===== config.mk =====
export PLATFORM = sky130hd
export DESIGN_NAME = sha256_message_digest_core
export DESIGN_NICKNAME = d
export VERILOG_FILES = /design/src/sv/sha_pkg.sv /design/src/sv/sha_round.sv /design/src/sv/sha256_message_digest_core.sv
export SDC_FILE = /design/constraint.sdc
export NUM_CORES = 2
export LEC_CHECK = 0
export BUFFER_PORTS_ARGS = -buffer_cell sky130_fd_sc_hd__buf_4
export CAP_MARGIN = 20
export CORE_UTILIZATION = 45
export DETAILED_ROUTE_END_ITERATION = 12
export PLACE_DENSITY_LB_ADDON = 0.1
export SLEW_MARGIN = 20
export SYNTH_ARGS = -nofsm -noshare
export SYNTH_HDL_FRONTEND = slang
export SYNTH_SLANG_ARGS = --single-unit

===== constraint.sdc =====
create_clock -name clk_i -period 14.35 [get_ports clk_i]
set_input_delay 1.435 -clock clk_i [delete_from_list [all_inputs] [get_ports clk_i]]
set_output_delay 1.435 -clock clk_i [all_outputs]
set_load 0.05 [all_outputs]

===== src/sv/sha_pkg.sv =====
`default_nettype none
// ----------------------------------------------------------------------------
// SHA-256 package
// Round constants, initial hash values and round helper functions.
// ----------------------------------------------------------------------------
package sha_pkg;

  localparam logic [255:0] IvAll = {
    32'h6a09e667, 32'hbb67ae85, 32'h3c6ef372, 32'ha54ff53a,
    32'h510e527f, 32'h9b05688c, 32'h1f83d9ab, 32'h5be0cd19};

  localparam logic [7:0] PadByte = 8'h80;
  localparam logic [5:0] LenOffset = 6'd56;

  typedef struct packed {
    logic start;
  } rnd_ctl_t;

  function automatic logic [31:0] round_k(input logic [5:0] i);
    logic [31:0] k;
    case (i)
      6'd0: k = 32'h428a2f98;  6'd1: k = 32'h71374491;  6'd2: k = 32'hb5c0fbcf;
      6'd3: k = 32'he9b5dba5;  6'd4: k = 32'h3956c25b;  6'd5: k = 32'h59f111f1;
      6'd6: k = 32'h923f82a4;  6'd7: k = 32'hab1c5ed5;  6'd8: k = 32'hd807aa98;
      6'd9: k = 32'h12835b01;  6'd10: k = 32'h243185be; 6'd11: k = 32'h550c7dc3;
      6'd12: k = 32'h72be5d74; 6'd13: k = 32'h80deb1fe; 6'd14: k = 32'h9bdc06a7;
      6'd15: k = 32'hc19bf174; 6'd16: k = 32'he49b69c1; 6'd17: k = 32'hefbe4786;
      6'd18: k = 32'h0fc19dc6; 6'd19: k = 32'h240ca1cc; 6'd20: k = 32'h2de92c6f;
      6'd21: k = 32'h4a7484aa; 6'd22: k = 32'h5cb0a9dc; 6'd23: k = 32'h76f988da;
      6'd24: k = 32'h983e5152; 6'd25: k = 32'ha831c66d; 6'd26: k = 32'hb00327c8;
      6'd27: k = 32'hbf597fc7; 6'd28: k = 32'hc6e00bf3; 6'd29: k = 32'hd5a79147;
      6'd30: k = 32'h06ca6351; 6'd31: k = 32'h14292967; 6'd32: k = 32'h27b70a85;
      6'd33: k = 32'h2e1b2138; 6'd34: k = 32'h4d2c6dfc; 6'd35: k = 32'h53380d13;
      6'd36: k = 32'h650a7354; 6'd37: k = 32'h766a0abb; 6'd38: k = 32'h81c2c92e;
      6'd39: k = 32'h92722c85; 6'd40: k = 32'ha2bfe8a1; 6'd41: k = 32'ha81a664b;
      6'd42: k = 32'hc24b8b70; 6'd43: k = 32'hc76c51a3; 6'd44: k = 32'hd192e819;
      6'd45: k = 32'hd6990624; 6'd46: k = 32'hf40e3585; 6'd47: k = 32'h106aa070;
      6'd48: k = 32'h19a4c116; 6'd49: k = 32'h1e376c08; 6'd50: k = 32'h2748774c;
      6'd51: k = 32'h34b0bcb5; 6'd52: k = 32'h391c0cb3; 6'd53: k = 32'h4ed8aa4a;
      6'd54: k = 32'h5b9cca4f; 6'd55: k = 32'h682e6ff3; 6'd56: k = 32'h748f82ee;
      6'd57: k = 32'h78a5636f; 6'd58: k = 32'h84c87814; 6'd59: k = 32'h8cc70208;
      6'd60: k = 32'h90befffa; 6'd61: k = 32'ha4506ceb; 6'd62: k = 32'hbef9a3f7;
      default: k = 32'hc67178f2;
    endcase
    return k;
  endfunction

  function automatic logic [31:0] ror(input logic [31:0] x, input int n);
    return (x >> n) | (x << (32 - n));
  endfunction

endpackage
`default_nettype wire


===== src/sv/sha_round.sv =====
`default_nettype none
// ----------------------------------------------------------------------------
// SHA-256 round unit
// One compression round per cycle over a rolling 16-word schedule window.
// ----------------------------------------------------------------------------
module sha_round import sha_pkg::*; (
  input  wire logic         clk_i,
  input  wire logic         rst_ni,
  input  wire rnd_ctl_t     ctl_i,
  input  wire logic [511:0] block_i,
  input  wire logic [255:0] hash_i,
  output logic              done_o,
  output logic [255:0]      hash_o
);

  logic [31:0] w_q [16];
  logic [31:0] v_q [8];
  logic [5:0]  rnd_q;
  logic        run_q;
  logic        done_q;
  logic [31:0] s0, s1, wn, big1, ch, t1, big0, maj, t2;

  always_comb begin
    s0   = ror(w_q[1], 7) ^ ror(w_q[1], 18) ^ (w_q[1] >> 3);
    s1   = ror(w_q[14], 17) ^ ror(w_q[14], 19) ^ (w_q[14] >> 10);
    wn   = w_q[0] + s0 + w_q[9] + s1;
    big1 = ror(v_q[4], 6) ^ ror(v_q[4], 11) ^ ror(v_q[4], 25);
    ch   = (v_q[4] & v_q[5]) ^ (~v_q[4] & v_q[6]);
    t1   = v_q[7] + big1 + ch + round_k(rnd_q) + w_q[0];
    big0 = ror(v_q[0], 2) ^ ror(v_q[0], 13) ^ ror(v_q[0], 22);
    maj  = (v_q[0] & v_q[1]) ^ (v_q[0] & v_q[2]) ^ (v_q[1] & v_q[2]);
    t2   = big0 + maj;
  end

  always_ff @(posedge clk_i or negedge rst_ni) begin
    if (!rst_ni) begin
      run_q  <= 1'b0;
      done_q <= 1'b0;
      rnd_q  <= '0;
    end else begin
      done_q <= 1'b0;
      if (ctl_i.start) begin
        run_q <= 1'b1;
        rnd_q <= '0;
      end else if (run_q) begin
        rnd_q <= rnd_q + 6'd1;
        if (rnd_q == 6'd63) begin
          run_q  <= 1'b0;
          done_q <= 1'b1;
        end
      end
    end
  end

  always_ff @(posedge clk_i) begin
    if (ctl_i.start) begin
      for (int i = 0; i < 16; i++) w_q[i] <= block_i[511-32*i -: 32];
      for (int i = 0; i < 8; i++) v_q[i] <= hash_i[255-32*i -: 32];
    end else if (run_q) begin
      for (int i = 0; i < 15; i++) w_q[i] <= w_q[i+1];
      w_q[15] <= wn;
      for (int i = 1; i < 8; i++) if (i != 4) v_q[i] <= v_q[i-1];
      v_q[4] <= v_q[3] + t1;
      v_q[0] <= t1 + t2;
    end
  end

  assign done_o = done_q;
  always_comb
    for (int i = 0; i < 8; i++) hash_o[255-32*i -: 32] = hash_i[255-32*i -: 32] + v_q[i];

endmodule
`default_nettype wire


===== src/sv/sha256_message_digest_core.sv =====
`default_nettype none
// ----------------------------------------------------------------------------
// SHA-256 message digest core
// Absorb bytes, pad on finish and emit eight digest words.
// ----------------------------------------------------------------------------
// Absorb: one byte per cycle while idle; the byte that fills a block stalls the
//   input while the 64 rounds run.
// Finish: pad bytes one per cycle, pausing while the rounds run on each block
//   (one or two), then eight output words, one per cycle when not stalled.
// Rounds run one per cycle in the shared round unit.
// Reset (async, active low) restores initial hash, zero count and length.
module sha256_message_digest_core import sha_pkg::*; (
  input  wire logic        clk_i,
  input  wire logic        rst_ni,
  input  wire logic        in_valid_i,
  output logic             in_stall_o,
  input  wire logic        command_i,
  input  wire logic [7:0]  data_byte_i,
  output logic             out_valid_o,
  input  wire logic        out_stall_i,
  output logic [31:0]      digest_word_o,
  output logic [2:0]       word_index_o,
  output logic             last_word_o
);

  localparam logic [2:0] StIdle = 3'd0, StComp = 3'd1, StPad = 3'd2,
                         StLen = 3'd3, StOut = 3'd4;

  logic [2:0]   state_q;
  logic         padding_q;
  logic [5:0]   fill_q;
  logic [63:0]  bits_q, len_q;
  logic [255:0] hash_q;
  logic [511:0] buf_q;
  logic [2:0]   idx_q;
  logic         start_q;
  logic         done;
  logic [255:0] hash_new;
  logic         acc;
  logic         push;
  logic [7:0]   push_byte;
  rnd_ctl_t     ctl;

  assign acc = in_valid_i && !in_stall_o;
  assign in_stall_o = (state_q != StIdle);
  assign ctl.start = start_q;

  sha_round u_round (
    .clk_i, .rst_ni, .ctl_i(ctl), .block_i(buf_q), .hash_i(hash_q),
    .done_o(done), .hash_o(hash_new)
  );

  always_comb begin
    push = 1'b0;
    push_byte = data_byte_i;
    case (state_q)
      StIdle: begin
        push = acc;
        push_byte = command_i ? PadByte : data_byte_i;
      end
      StPad: begin
        push = 1'b1;
        push_byte = 8'h00;
      end
      StLen: begin
        push = 1'b1;
        push_byte = len_q[63:56];
      end
      default: ;
    endcase
  end

  always_ff @(posedge clk_i) begin
    if (push) buf_q[511 - 8*fill_q -: 8] <= push_byte;
    if (acc) len_q <= bits_q;
    else if (state_q == StLen) len_q <= {len_q[55:0], 8'h00};
  end

  always_ff @(posedge clk_i or negedge rst_ni) begin
    if (!rst_ni) begin
      state_q <= StIdle; padding_q <= 1'b0; fill_q <= '0; bits_q <= '0;
      hash_q <= IvAll; idx_q <= '0; start_q <= 1'b0;
    end else begin
      start_q <= 1'b0;
      if (push) begin
        fill_q <= fill_q + 6'd1;
        if (fill_q == 6'd63) begin
          start_q <= 1'b1;
          state_q <= StComp;
        end else if (state_q == StIdle && command_i) begin
          state_q <= (fill_q + 6'd1 == LenOffset) ? StLen : StPad;
        end else if (state_q == StPad && fill_q + 6'd1 == LenOffset) begin
          state_q <= StLen;
        end
      end
      if (acc && command_i) padding_q <= 1'b1;
      if (acc && !command_i) bits_q <= bits_q + 64'd8;
      if (state_q == StComp && done) begin
        hash_q <= hash_new;
        if (!padding_q) state_q <= StIdle;
        else if (fill_q == 6'd0 && idx_q == 3'd1) begin
          state_q <= StOut;
          idx_q <= '0;
        end else state_q <= StPad;
      end
      if (state_q == StLen && fill_q == 6'd63) idx_q <= 3'd1;
      if (state_q == StOut && !out_stall_i) begin
        idx_q <= idx_q + 3'd1;
        if (idx_q == 3'd7) begin
          state_q <= StIdle; padding_q <= 1'b0; bits_q <= '0;
          hash_q <= IvAll; fill_q <= '0;
        end
      end
    end
  end

  assign out_valid_o   = (state_q == StOut);
  assign digest_word_o = hash_q[255 - 32*idx_q -: 32];
  assign word_index_o  = idx_q;
  assign last_word_o   = (idx_q == 3'd7);

`ifndef SYNTH
  a_out_only_in_out: assert property (@(posedge clk_i) disable iff (!rst_ni)
    out_valid_o |-> state_q == StOut) else $error("output outside emit phase");
  a_no_accept_busy: assert property (@(posedge clk_i) disable iff (!rst_ni)
    start_q |=> in_stall_o) else $error("input accepted during rounds");
  a_last_wraps: assert property (@(posedge clk_i) disable iff (!rst_ni)
    (out_valid_o && !out_stall_i && last_word_o) |=> !out_valid_o)
    else $error("extra digest word");
`endif

endmodule
`default_nettype wire

==> flow_summary_export.csv <==
group,metric,value,unit
status,status,"complete, no violations",
clock_network,cts_tree,"built",
clock_network,cts.sinks,1680,
cells_and_area,layout.cells.non_filler,12200,
drt,wl_per_cell,25.4,um
pwr,p_total,10.2,mW
setup_path,timing.rr.end,"u_round.v_q[0][31]",
synth,syn_nets,9950,
pwr,vdd_drop_max,128,uV
clock_network,cts_buffers,189,
sta,final.setup_skew,0.0521,ns
setup_path,cp_max_fo,15,
synth,yosysMostFrequentCell,"nand2_1",
placed_design,dp.cells,11800,
setup_path,cp_num_buf_inv,3,
cells_and_area,final_nets,9788,
sta,relSlewSlack,0.252,
synth,postSynthAreaPerCell,10.3,um2
placed_design,place.port_buffers,50,
worst_hold_path,hold_depth,2,
drt,first_pass_iters,5,
synth,async_reset_ff_frac,0.202,
die,num_rows,169,
setup_path,critPathKind,"flip-flop to flip-flop",
global_routing,use_met3,0.0360,
synth,netlist.area_leader.share,0.420,
die,initial_core_util,0.452,
sta,worst_hold_slack,0.500,ns
sta,timing.final.crit_share,0.726,
synth,synth_warnings,0,
global_routing,use_met1,0.390,
clock_network,clock_path_buffers,3,
sta,hold_viol,0,
setup_path,worstRegToRegCells,35,
drt,drc,0,
synth,synth_largest_area_cell,"edfxtp_1",
global_routing,antenna_found_initial,5,
sta,post-route-min-period,10.41,ns
synth,ys_types,90,
synth,ys_seq_area_frac,0.511,
global_routing,grt_overflow,0,
clock_network,htreeDepth,4,
sta,layout_setup_ws,3.94,ns
synth,synth_enable_flop_cells,1341,
synth,synthesis.area,0.0958,mm2
die,die_w,463,um
die,top_level_ports,51,
setup_path,slowest_delay,0.79,ns
synth,synth_area_leaders,"edfxtp_1, nand2_1, dfrtp_1",
setup_path,worstSetupEndpointType,"flip-flop",
sta,fmax,96.0,MHz
drt,num_vias,69600,
drt,viasPerCell,5.72,
worst_hold_path,hold_end,"u_round.w_q[0][134]",
synth,ys_ff_latch,1680,
setup_path,r2r_slack,3.94,ns
clock_network,ctsHoldBuffers,0,
die,dieArea,0.215,mm2
synth,syn_inst,9339,
drt,wirelength,309000,um
global_routing,grt_pass1_vias,67400,
global_routing,grt_max_degree,203,
die,core,0.212,mm2
pwr,leakagePower,42.2,nW
setup_path,start_kind,"flip-flop",
cells_and_area,syn_to_final_growth,9.64,%
setup_path,cp_data_required_time,14.91,ns
pwr,p_per_area,97.1,mW/mm2
drt,drtAntennaViolNets,0,
sta,setup_viol,0,
global_routing,top_usage_layer,"met2",
placed_design,dp_hpwl,216000,um
clock_network,post_cts_buffers,0,
global_routing,use_met2,0.459,
sta,rsz0062_at_grt,"no",
clock_network,clock_latency,0.87,ns
synth,ys.flop_type,"edfxtp_1",
clock_network,root_buffer,"clkbuf_16",
global_routing,grt_usage,0.285,
setup_path,cp_top_family,"compound AO/OA/AOI/OAI gates",
setup_path,slowest_stage,"ha_1",
cells_and_area,drive_gt1_frac,0.0971,
synth,synth_common_cells,"nand2_1, edfxtp_1, nor2_1",
sta,slew_violations,0,
placed_design,routabilityCongestion,0.939,
die,die_y,463,um
clock_network,clk_pin_slew,0.06,ns
sta,worst_pin_slew,1.12,ns
worst_hold_path,worstHoldStart,"u_round.w_q[0][166]",
setup_path,crit_arrival,10.97,ns
setup_path,worstReg2RegStart,"u_round.rnd_q[0]",
sta,fin_tns_setup,0,ns
placed_design,pre_cts_slack,4.03,ns
worst_hold_path,hold_path_class,"flip-flop to flip-flop",
drt,drt_iter0_drc,7160,
clock_network,postCtsResizedCells,0,
job,drv_cap,0,
global_routing,grt_pass1_wl,457000,um
==> area by class of cell <==
cell class              instances  area (um2)
repair buffers                149        1230
multi-input cells            6856       44000
inverters                     301        1130
clock buffers                 247        5110
well taps                    2821        3530
clock inverters               105        1100
fillers                     19600      107000
flip-flops and latches       1680       48900
diodes                          4        10.0
==> per-stage QoR <==
stage / area [um2] / util
final: 105000 / 0.496
after global routing: 105000 / 0.496
after CTS: 105000 / 0.496
after detailed placement: 98800 / 0.466
after global placement: 98800 / 0.466
after floorplan: 95800 / -
==> placed cells by master (no fill, tap or decap), drive strengths merged, types with 28 or more instances in the layout <==
master and instances:
or3 46, buf 149, mux4 69, edfxtp 1341, o21bai 46, o31ai 33, and2 28, nor2 932
nand2b 87, o21a 61, ha 403, inv 305, a21o 171, clkinv 80, mux2 203, dfstp 136
o21ai 496, xor2 240, dfrtp 203, a211oi 48, nor2b 60, nand4 35, nand3 160, xnor2 380
and3 47, nand2 2140, mux2i 37, a21oi 465, fa 195, a31oi 46, nor3 110, clkbuf 247
==> registers in the layout, summed over array words and instances (netlist names) <==
name	cells
word_index_o	3
u_round.w_q	512
padding_q	1
ctl	1
fill_q	6
u_round.v_q	256
hash_q	256
u_round.rnd_q	6
state_q	3
buf_q	512
len_q	61
u_round.done_o	1
bits_q	61
u_round.run_q	1
==> worst max path at each step <==
stage / start / to / slack, ns / depth (start not counted)
after CTS: u_round.rnd_q[0] / u_round.v_q[0][31] / 3.99 / 35
after floorplan: ctl / u_round.v_q[0][0] / 3.21 / 4
after global placement: u_round.rnd_q[0] / u_round.v_q[0][31] / 4.09 / 35
after global routing: u_round.rnd_q[0] / u_round.v_q[0][31] / 3.27 / 35
final: u_round.rnd_q[0] / u_round.v_q[0][31] / 3.94 / 35
after detailed placement: u_round.rnd_q[0] / u_round.v_q[0][31] / 4.03 / 35
==> layer usage <==
layer | share of wire | routed length, um
met3 | 0.057 | 17600
met5 | 0 | 0
met1 | 0.43 | 133000
met2 | 0.47 | 146000
met4 | 0.042 | 12800
==> logic make-up after synthesis <==
group           share of synthesized area
simple gates                        0.162
flops                               0.511
compound gates                     0.0999
buf+inv                            0.0316
fa+ha+maj                          0.0958
xor+xnor                           0.0567
mux                                0.0439
==> power by group <==
| part | leakage [nW] | internal (mW) | switching (mW) |
|---|---|---|---|
| Combinational | 23.2 | 0.0208 | 0.0686 |
| Sequential | 16.0 | 5.20 | 0.00393 |
| Clock | 3.02 | 2.81 | 2.10 |
| Total | 42.2 | 8.03 | 2.17 |
==> tightest hold or removal path: stages (launching register included) <==
cell      delay [ns]
edfxtp_1        0.32
nand2_1         0.04
nand2_1         0.04
(Power assumes the default switching activity.)
